## src/rtl/pgt_pkg.sv

```systemverilog
// Shared types and constants for the polygon point and segment test unit.
// Used by pgt_mul, pgt_datapath, pgt_ctrl and the top level; no dependencies.
package pgt_pkg;

    // Widths of the exact wide arithmetic, sized for the largest fraction width.
    localparam int WIDE_W      = 136;
    localparam int OPA_W       = 73;
    localparam int OPB_W       = 64;
    localparam int MUL_DIGIT_W = 16;
    localparam int MUL_STEPS   = OPB_W / MUL_DIGIT_W;
    localparam int MUL_CNT_W   = $clog2(MUL_STEPS);

    localparam logic [63:0] FAR_REACH     = 64'd10000000000;
    localparam logic [15:0] TOLERANCE_RST = 16'd66;
    localparam logic [2:0]  ADDR_TOLERANCE = 3'd0;

    typedef enum logic [1:0] {
        OP_CLEAR   = 2'd0,
        OP_APPEND  = 2'd1,
        OP_POINT   = 2'd2,
        OP_SEGMENT = 2'd3
    } op_t;

    typedef enum logic [1:0] {
        RES_OK    = 2'd0,
        RES_FULL  = 2'd1,
        RES_EMPTY = 2'd2
    } res_t;

    // Multiply steps walked for each edge.
    typedef enum logic [3:0] {
        MOP_DEN1, MOP_DEN2, MOP_TN1, MOP_TN2,
        MOP_XN1, MOP_XN2, MOP_YN1, MOP_YN2,
        MOP_S_LO, MOP_S_HI, MOP_E_LO, MOP_E_HI
    } mop_t;

    typedef enum logic [3:0] {
        S_IDLE, S_DISPATCH, S_FETCH0, S_LOAD0, S_FETCH, S_LOADB,
        S_MUL_GO, S_MUL_WAIT, S_CHK_DEN, S_NORM, S_CHK_S, S_CHK_E,
        S_NEXT, S_FINISH
    } state_t;

    typedef struct packed {
        logic latch;
        logic clear;
        logic append;
        logic fetch_first;
        logic load_first;
        logic load_b;
        logic mul_start;
        logic mul_capture;
        logic norm;
        logic hit;
        logic advance;
        mop_t mop;
    } ctrl_cmd_t;

    typedef struct packed {
        op_t  op;
        logic empty;
        logic full;
        logic den_parallel;
        logic flag;
        logic last_edge;
        logic answer;
        logic mul_done;
    } dp_status_t;

    function automatic mop_t mop_next(input mop_t m);
        mop_t r;
        unique case (m)
            MOP_DEN1: r = MOP_DEN2;
            MOP_DEN2: r = MOP_TN1;
            MOP_TN1:  r = MOP_TN2;
            MOP_TN2:  r = MOP_XN1;
            MOP_XN1:  r = MOP_XN2;
            MOP_XN2:  r = MOP_YN1;
            MOP_YN1:  r = MOP_YN2;
            MOP_YN2:  r = MOP_S_LO;
            MOP_S_LO: r = MOP_S_HI;
            MOP_S_HI: r = MOP_E_LO;
            MOP_E_LO: r = MOP_E_HI;
            MOP_E_HI: r = MOP_DEN1;
            default:  r = MOP_DEN1;
        endcase
        return r;
    endfunction

endpackage

```

## src/rtl/pgt_ctrl.sv

```systemverilog
// Controller: sequences each item over the edges and multiply steps.
// Depends on pgt_pkg; drives pgt_datapath by command and reads its status.
module pgt_ctrl
    import pgt_pkg::*;
(
    input  logic       clk,
    input  logic       rst_n,
    input  logic       in_valid,
    output logic       in_ready,
    input  logic       out_free,
    input  dp_status_t status,
    output ctrl_cmd_t  cmd,
    output logic       finish,
    output res_t       res
);

    state_t state_reg, state_next;
    mop_t   mop_reg, mop_next_v;
    res_t   res_reg, res_next;

    always_ff @(posedge clk or negedge rst_n)
    begin
        if (!rst_n)
        begin
            state_reg <= S_IDLE;
            mop_reg   <= MOP_DEN1;
            res_reg   <= RES_OK;
        end
        else
        begin
            state_reg <= state_next;
            mop_reg   <= mop_next_v;
            res_reg   <= res_next;
        end
    end

    always_comb
    begin
        state_next = state_reg;
        mop_next_v = mop_reg;
        res_next   = res_reg;
        cmd        = '0;
        cmd.mop    = mop_reg;
        in_ready   = 1'b0;
        finish     = 1'b0;
        unique case (state_reg)
            S_IDLE:
            begin
                in_ready = 1'b1;
                if (in_valid)
                begin
                    cmd.latch  = 1'b1;
                    res_next   = RES_OK;
                    state_next = S_DISPATCH;
                end
            end
            S_DISPATCH:
            begin
                priority if (status.op == OP_CLEAR)
                begin
                    cmd.clear  = 1'b1;
                    state_next = S_FINISH;
                end
                else if (status.op == OP_APPEND)
                begin
                    if (status.full)
                    begin
                        res_next = RES_FULL;
                    end
                    else
                    begin
                        cmd.append = 1'b1;
                    end
                    state_next = S_FINISH;
                end
                else if (status.empty)
                begin
                    res_next   = RES_EMPTY;
                    state_next = S_FINISH;
                end
                else
                begin
                    state_next = S_FETCH0;
                end
            end
            S_FETCH0:
            begin
                cmd.fetch_first = 1'b1;
                state_next      = S_LOAD0;
            end
            S_LOAD0:
            begin
                cmd.load_first = 1'b1;
                state_next     = S_FETCH;
            end
            S_FETCH:
            begin
                state_next = S_LOADB;
            end
            S_LOADB:
            begin
                cmd.load_b = 1'b1;
                mop_next_v = MOP_DEN1;
                state_next = S_MUL_GO;
            end
            S_MUL_GO:
            begin
                cmd.mul_start = 1'b1;
                state_next    = S_MUL_WAIT;
            end
            S_MUL_WAIT:
            begin
                if (status.mul_done)
                begin
                    cmd.mul_capture = 1'b1;
                    mop_next_v      = mop_next(mop_reg);
                    unique case (mop_reg)
                        MOP_DEN2: state_next = S_CHK_DEN;
                        MOP_YN2:  state_next = S_NORM;
                        MOP_S_HI: state_next = S_CHK_S;
                        MOP_E_HI: state_next = S_CHK_E;
                        default:  state_next = S_MUL_GO;
                    endcase
                end
            end
            S_CHK_DEN:
            begin
                state_next = status.den_parallel ? S_NEXT : S_MUL_GO;
            end
            S_NORM:
            begin
                cmd.norm   = 1'b1;
                state_next = S_MUL_GO;
            end
            S_CHK_S:
            begin
                state_next = status.flag ? S_MUL_GO : S_NEXT;
            end
            S_CHK_E:
            begin
                cmd.hit    = status.flag;
                state_next = S_NEXT;
            end
            S_NEXT:
            begin
                cmd.advance = 1'b1;
                if (status.last_edge || (status.op == OP_SEGMENT && status.answer))
                begin
                    state_next = S_FINISH;
                end
                else
                begin
                    state_next = S_FETCH;
                end
            end
            S_FINISH:
            begin
                if (out_free)
                begin
                    finish     = 1'b1;
                    state_next = S_IDLE;
                end
            end
            default:
            begin
                state_next = S_IDLE;
            end
        endcase
    end

    assign res = res_reg;

endmodule

```

## config.mk

```make
export PLATFORM = sky130hd
export DESIGN_NAME = pgt_ctrl
export DESIGN_NICKNAME = d
export VERILOG_FILES = /design/src/rtl/pgt_pkg.sv /design/src/rtl/pgt_ctrl.sv
export SDC_FILE = /design/constraint.sdc
export NUM_CORES = 1
export LEC_CHECK = 0
export ABC_AREA = 1
export BUFFER_PORTS_ARGS = -buffer_cell sky130_fd_sc_hd__buf_2
export CAP_MARGIN = 20
export CORE_UTILIZATION = 38
export CTS_CLUSTER_SIZE = 25
export DETAILED_ROUTE_END_ITERATION = 8
export SETUP_SLACK_MARGIN = 0.15
export SLEW_MARGIN = 20
export SYNTH_ARGS = -nofsm -noshare
export SYNTH_HDL_FRONTEND = slang
export SYNTH_SLANG_ARGS = --single-unit
export TNS_END_PERCENT = 5
```

## constraint.sdc

```tcl
create_clock -name clk -period 2 [get_ports clk]
set_input_delay 0.1 -clock clk [delete_from_list [all_inputs] [get_ports clk]]
set_output_delay 0.1 -clock clk [all_outputs]
set_load 0.05 [all_outputs]
```

* Word-level counts from Yosys, hierarchy flattened
Memory sizes are Yosys's and may differ from the RTL's.
Cells that the tools add are included.
** Storage, ports and cells
- Register bits :: 10
- ROM bits :: 64
- Input port bits :: 13
- Output and inout port bits :: 19
- Word-level logic and storage cells :: 77
- Memories :: 1
** Memory list
- (name not given) :: depth 16, width 4, rd ports 1, clocked after memory_dff 0, write ports 0, line pgt_pkg.sv:71 : unique case (m)
** Cells by class
- Equal/unequal tests :: 25
- Mux-type cells :: 38
- Reduce and logical (&&, ||, !) cells :: 10
** Operators by type and width (count)
- 4-bit case mux with 13 select lines :: 1
- 4-bit 2-to-1 mux :: 10
- 4-bit == test, second input constant :: 8
- 4-bit by 3-bit == test with 1-bit output, second input constant :: 5
- 1-bit 2-to-1 mux :: 18
- 4-bit case mux with 4 select lines :: 1
- 2-bit 2-to-1 mux :: 6
- 4-bit by 1-bit == test with 1-bit output, second input constant :: 2
- 4-bit by 2-bit == test with 1-bit output, second input constant :: 2
- 2-bit inequality test, second input constant :: 4
- 4-bit case mux with 2 select lines :: 1
- 3-bit inequality test, second input constant :: 2
- 5-bit AND reduction :: 1
- 4-bit zero test :: 1
- 2-bit case mux with 2 select lines :: 1
- 2-bit nonzero test :: 2
- 3-bit AND reduction :: 1
- 2-bit by 1-bit == test with 1-bit output, second input constant :: 1
- 2-bit == test, second input constant :: 1
- 2-bit zero test :: 1
- 2-bit AND reduction :: 1
- 2-bit OR reduction :: 1
- 1-bit logical AND :: 1
- 1-bit logical OR :: 1

* Depth between registers and ports, before layout
- Word-level depth :: 5
- Mapped depth :: 10
- Gate-level depth less buffers :: 10

* Worst setup path after synthesis
Ideal clock, no wire load.
- Path type :: reg2out
- From :: register state_reg[1]
- To :: output port finish
- Data arrival time :: 1.795 ns
- Required time :: 1.900 ns
- Path slack :: 0.105 ns
- Cell stages (with the launch flop) :: 4
- Buffers on the path :: 0
- Path through :: dfrtp_1 -> inv_4 -> nand2_4 -> nor3b_1
** Between the ends
- Word-level cells in the longest chain between the ends :: 2
** Ends and longest elaborated chain
- from (decl) :: line pgt_ctrl.sv:17 : state_t state_reg, state_next;
- from (signal assigned) :: line pgt_ctrl.sv:31 : state_reg <= state_next;
- 4-bit == test :: line pgt_ctrl.sv:46 : unique case (state_reg)
- 1-bit 2-to-1 mux :: line pgt_ctrl.sv:46
- to (decl) :: line pgt_ctrl.sv:13 : output logic finish,
No other way between the ends.

==> summary.md <==
| Metric | Value |
|---|---|
| Slew headroom | 80.9% |
| Min Tclk post-route | 1.65 ns |
| Width of the chip | 53.2 um |
| Syn nets | 178 |
| Switching Share | 58.4% |
| # port buffers | 31 |
| Largest net degree at the start of global routing | 11 |
| Synth area leader | dfrtp_1 |
| Core area | 2480 sq um |
| Starting Density | 40.2% |
| Power density cells | 1310 nW/um^2 |
| CTS clk-pin slew, worst paths | 0.06 ns |
| Die area | 2830 sq um |
| Synth Flop Type | dfrtp_1 |
| Post-synth top cells | nand2_1, inv_1, nor2_1 |
| Initial antenna violation count | 0 |
| Peak VDD IR | 0.835 mV |
| Ys Warns | 0 |
| Clk root buf | clkbuf_4 |
| CTS tree | done |
| Post-DP HPWL | 1910 um |
| Worst Skew | 0.00557 ns |
| CP Data Required Time | 1.90 ns |
| Via-per-instance ratio | 4.64 |
| Finished Layout Cells | 227 |
| DR DRC count | 0 |
| Seq pwr share | 23.1% |
| ANT cells | 0 |
| Routability cong. | 0.789 |
| Total grt overflow | 0 |
| Dpl ws | 0.549 ns |
| Most frequent cell after synthesis | nand2_1 |
| Yosys reg bits | 10 |
| FP Rows | 18 |
| Sequential share of the synthesized area | 25.1% |
| Area contributors post-synth | dfrtp_1, nand2_1, inv_1, nor2_1, nand3_1 |
| Hold WC Path Type | input port to flop |
| Layout Nets | 214 |
| Worst-path maximum fanout | 6 |
| Worst-Skew Late Latency | 0.26 ns |
| WL/cell | 9.85 um |
| Arrival @ worst endpoint | 1.55 ns |
| Sink Count | 10 |
| Synth async-reset ratio | 100% |
| Critical Path Source Type | flop |
| Post-synthesis cell area | 996 sq um |
| H-tree levels | 1 |
| I/O pin count | 32 |
| DR pass1 iterations | 4 |
| Placed Cells | 222 |
| Fill count | 287 |
| Synth-to-layout area growth | 23.5% |
| Combinational power share | 65.9% |
| Final setup violation count | 0 |
| Cts bufs inserted | 3 |
| Syn_area_per_cell | 6.15 sq um |
| Cell-internal power | 0.669 mW |
| Post-synth EDFFs | 0 |
| Net Switching | 0.938 mW |
| Leakage | 0.751 nW |
| Yosys cell types | 22 |
| DRT iter0 DRCs | 31 |
| Final period util | 82.7% |
| Layout cells sized above 1 | 27.9% |
| Vias in the first global route | 956 |
| Post-synth top area share | 25.1% |
| Multi-input gate area | 613 sq um |
| GRT Total Usage | 19.1% |
| Clk buf depth | 2 |
| Max cap viols | 0 |
| Cell count after synthesis | 162 |
| Crit path capture type | output port |
| Setup CP Type | flop to output port |
| Storage cell area | 251 sq um |
| Final wirelength | 2240 um |
| Pins Over Slew Limit | 0 |
| Antenna viol nets, final | 0 |
| Fmax | 604 MHz |
| Outcome | finished clean |
| Power share of the clock group | 11.0% |
| Setup TNS | 0 ns |
| RSZ-0062 raised after global routing | false |
| Die Ht | 53.2 um |
| Setup Fix Bufs, Post-CTS | 0 |
| Actual slew at the worst max-slew pin | 0.286 ns |
| Fin. Hold Viols | 0 |
| Via count | 1054 |
| Worst setup margin | 0.345 ns |
| First-pass GRT wire length | 3930 um |
[cell type report]
cell class,instances,share of cell area (%)
sequential,10,20.4
multi-input combinational,118,49.8
tap,30,3.05
inverter,33,10.3
clock buffer,4,2.95
timing repair buffer,32,13.4
[worst paths after layout]
path | from | depth (start not counted) | slack (ns) | to
min in group asynchronous | rst_n | 2 | 0.22 | mop_reg[3]$_DFFE_PN0P_
max in group asynchronous | rst_n | 2 | 1.58 | state_reg[0]$_DFFE_PN0P_
max | state_reg[1]$_DFFE_PN0P_ | 6 | 0.35 | cmd[13]
max reg2reg | state_reg[1]$_DFFE_PN0P_ | 8 | 0.59 | res[1]$_DFFE_PN0P_
min reg2reg | res[0]$_DFFE_PN0P_ | 2 | 0.51 | res[0]$_DFFE_PN0P_
min | out_free | 4 | 0.12 | state_reg[3]$_DFFE_PN0P_
[layer usage]
layer  vias to the layer above  share of wire [%]  global-route usage (%)
li1                        570                  -                       -
met1                       456                 49                    25.7
met4                         0               0.94                    3.95
met5                         -                  0                       0
met3                         2                5.2                    5.46
met2                        26                 45                    30.0
[power by group through the flow]
| stage | Combinational (mW) | Clock [mW] | Sequential (mW) |
|---|---|---|---|
| floorplan | 0.840 | 0 | 0.401 |
| global placement | 1.06 | 0 | 0.369 |
| detailed placement | 1.06 | 0 | 0.373 |
| CTS | 1.07 | 0.186 | 0.369 |
| global route | 1.18 | 0.195 | 0.384 |
| finish | 1.06 | 0.177 | 0.371 |
[cell usage in the layout, fill, tap and decap left out]
master / netlist / final
nor2_1: 25 / 25
nor3b_2: 0 / 1
o21ai_4: 1 / 1
inv_2: 4 / 4
clkbuf_4: 0 / 3
nand2_2: 1 / 1
dfrtp_2: 0 / 1
nand2_4: 3 / 3
inv_1: 28 / 28
o21ai_0: 9 / 9
inv_4: 1 / 1
nor3_2: 1 / 1
nor2_4: 2 / 2
nor2_2: 3 / 3
clkbuf_8: 0 / 1
dlygate4sd3_1: 0 / 1
a21oi_1: 1 / 1
buf_2: 0 / 31
nor3_1: 3 / 3
dfrtp_1: 10 / 9
nand4_4: 1 / 1
nand4_1: 4 / 4
nand3_2: 1 / 1
ha_1: 3 / 3
nand2_1: 44 / 44
nand3_1: 15 / 15
[metrics by stage]
| step | hold slack, ns | util [%] | area (sq um) | power [mW] |
|---|---|---|---|---|
| 2_1_floorplan | -0.196 | - | 1000 | 1.24 |
| 3_3_place_gp | -0.0281 | 47.7 | 1180 | 1.43 |
| 4_1_cts | 0.112 | 49.6 | 1230 | 1.62 |
| 6_report | 0.118 | 49.6 | 1230 | 1.61 |
| 5_1_grt | 0.131 | 49.6 | 1230 | 1.76 |
| 3_5_place_dp | -0.0308 | 47.7 | 1180 | 1.44 |
[repair_timing]
action | CTS | global route
hold endpoints to repair | 10 | 0
hold buffers | 1 | 0
resized for setup | 0 | 1
endpoints found under the setup margin | 0 | 2
[cells by family (layout without fill, tap and decap cells)]
| kind of cell | Yosys count | in the layout | share of synthesized area [%] |
|---|---|---|---|
| and+or+nand+nor | 104 | 104 | 50.6 |
| buffers and inverters | 34 | 69 | 13.8 |
| AOI/OAI and AO/OA | 11 | 11 | 6.66 |
| DFF | 10 | 10 | 25.1 |
| adders and majority gates | 3 | 3 | 3.77 |
[worst max-delay path, cell delays in order (launching register included)]
cell and delay (ns):
dfrtp_1 0.48, inv_4 0.13, nand2_4 0.08, nor2_4 0.17, inv_1 0.09, nor2_1 0.08
buf_2 0.26
No activity file was read; power rests on OpenSTA's default activity.
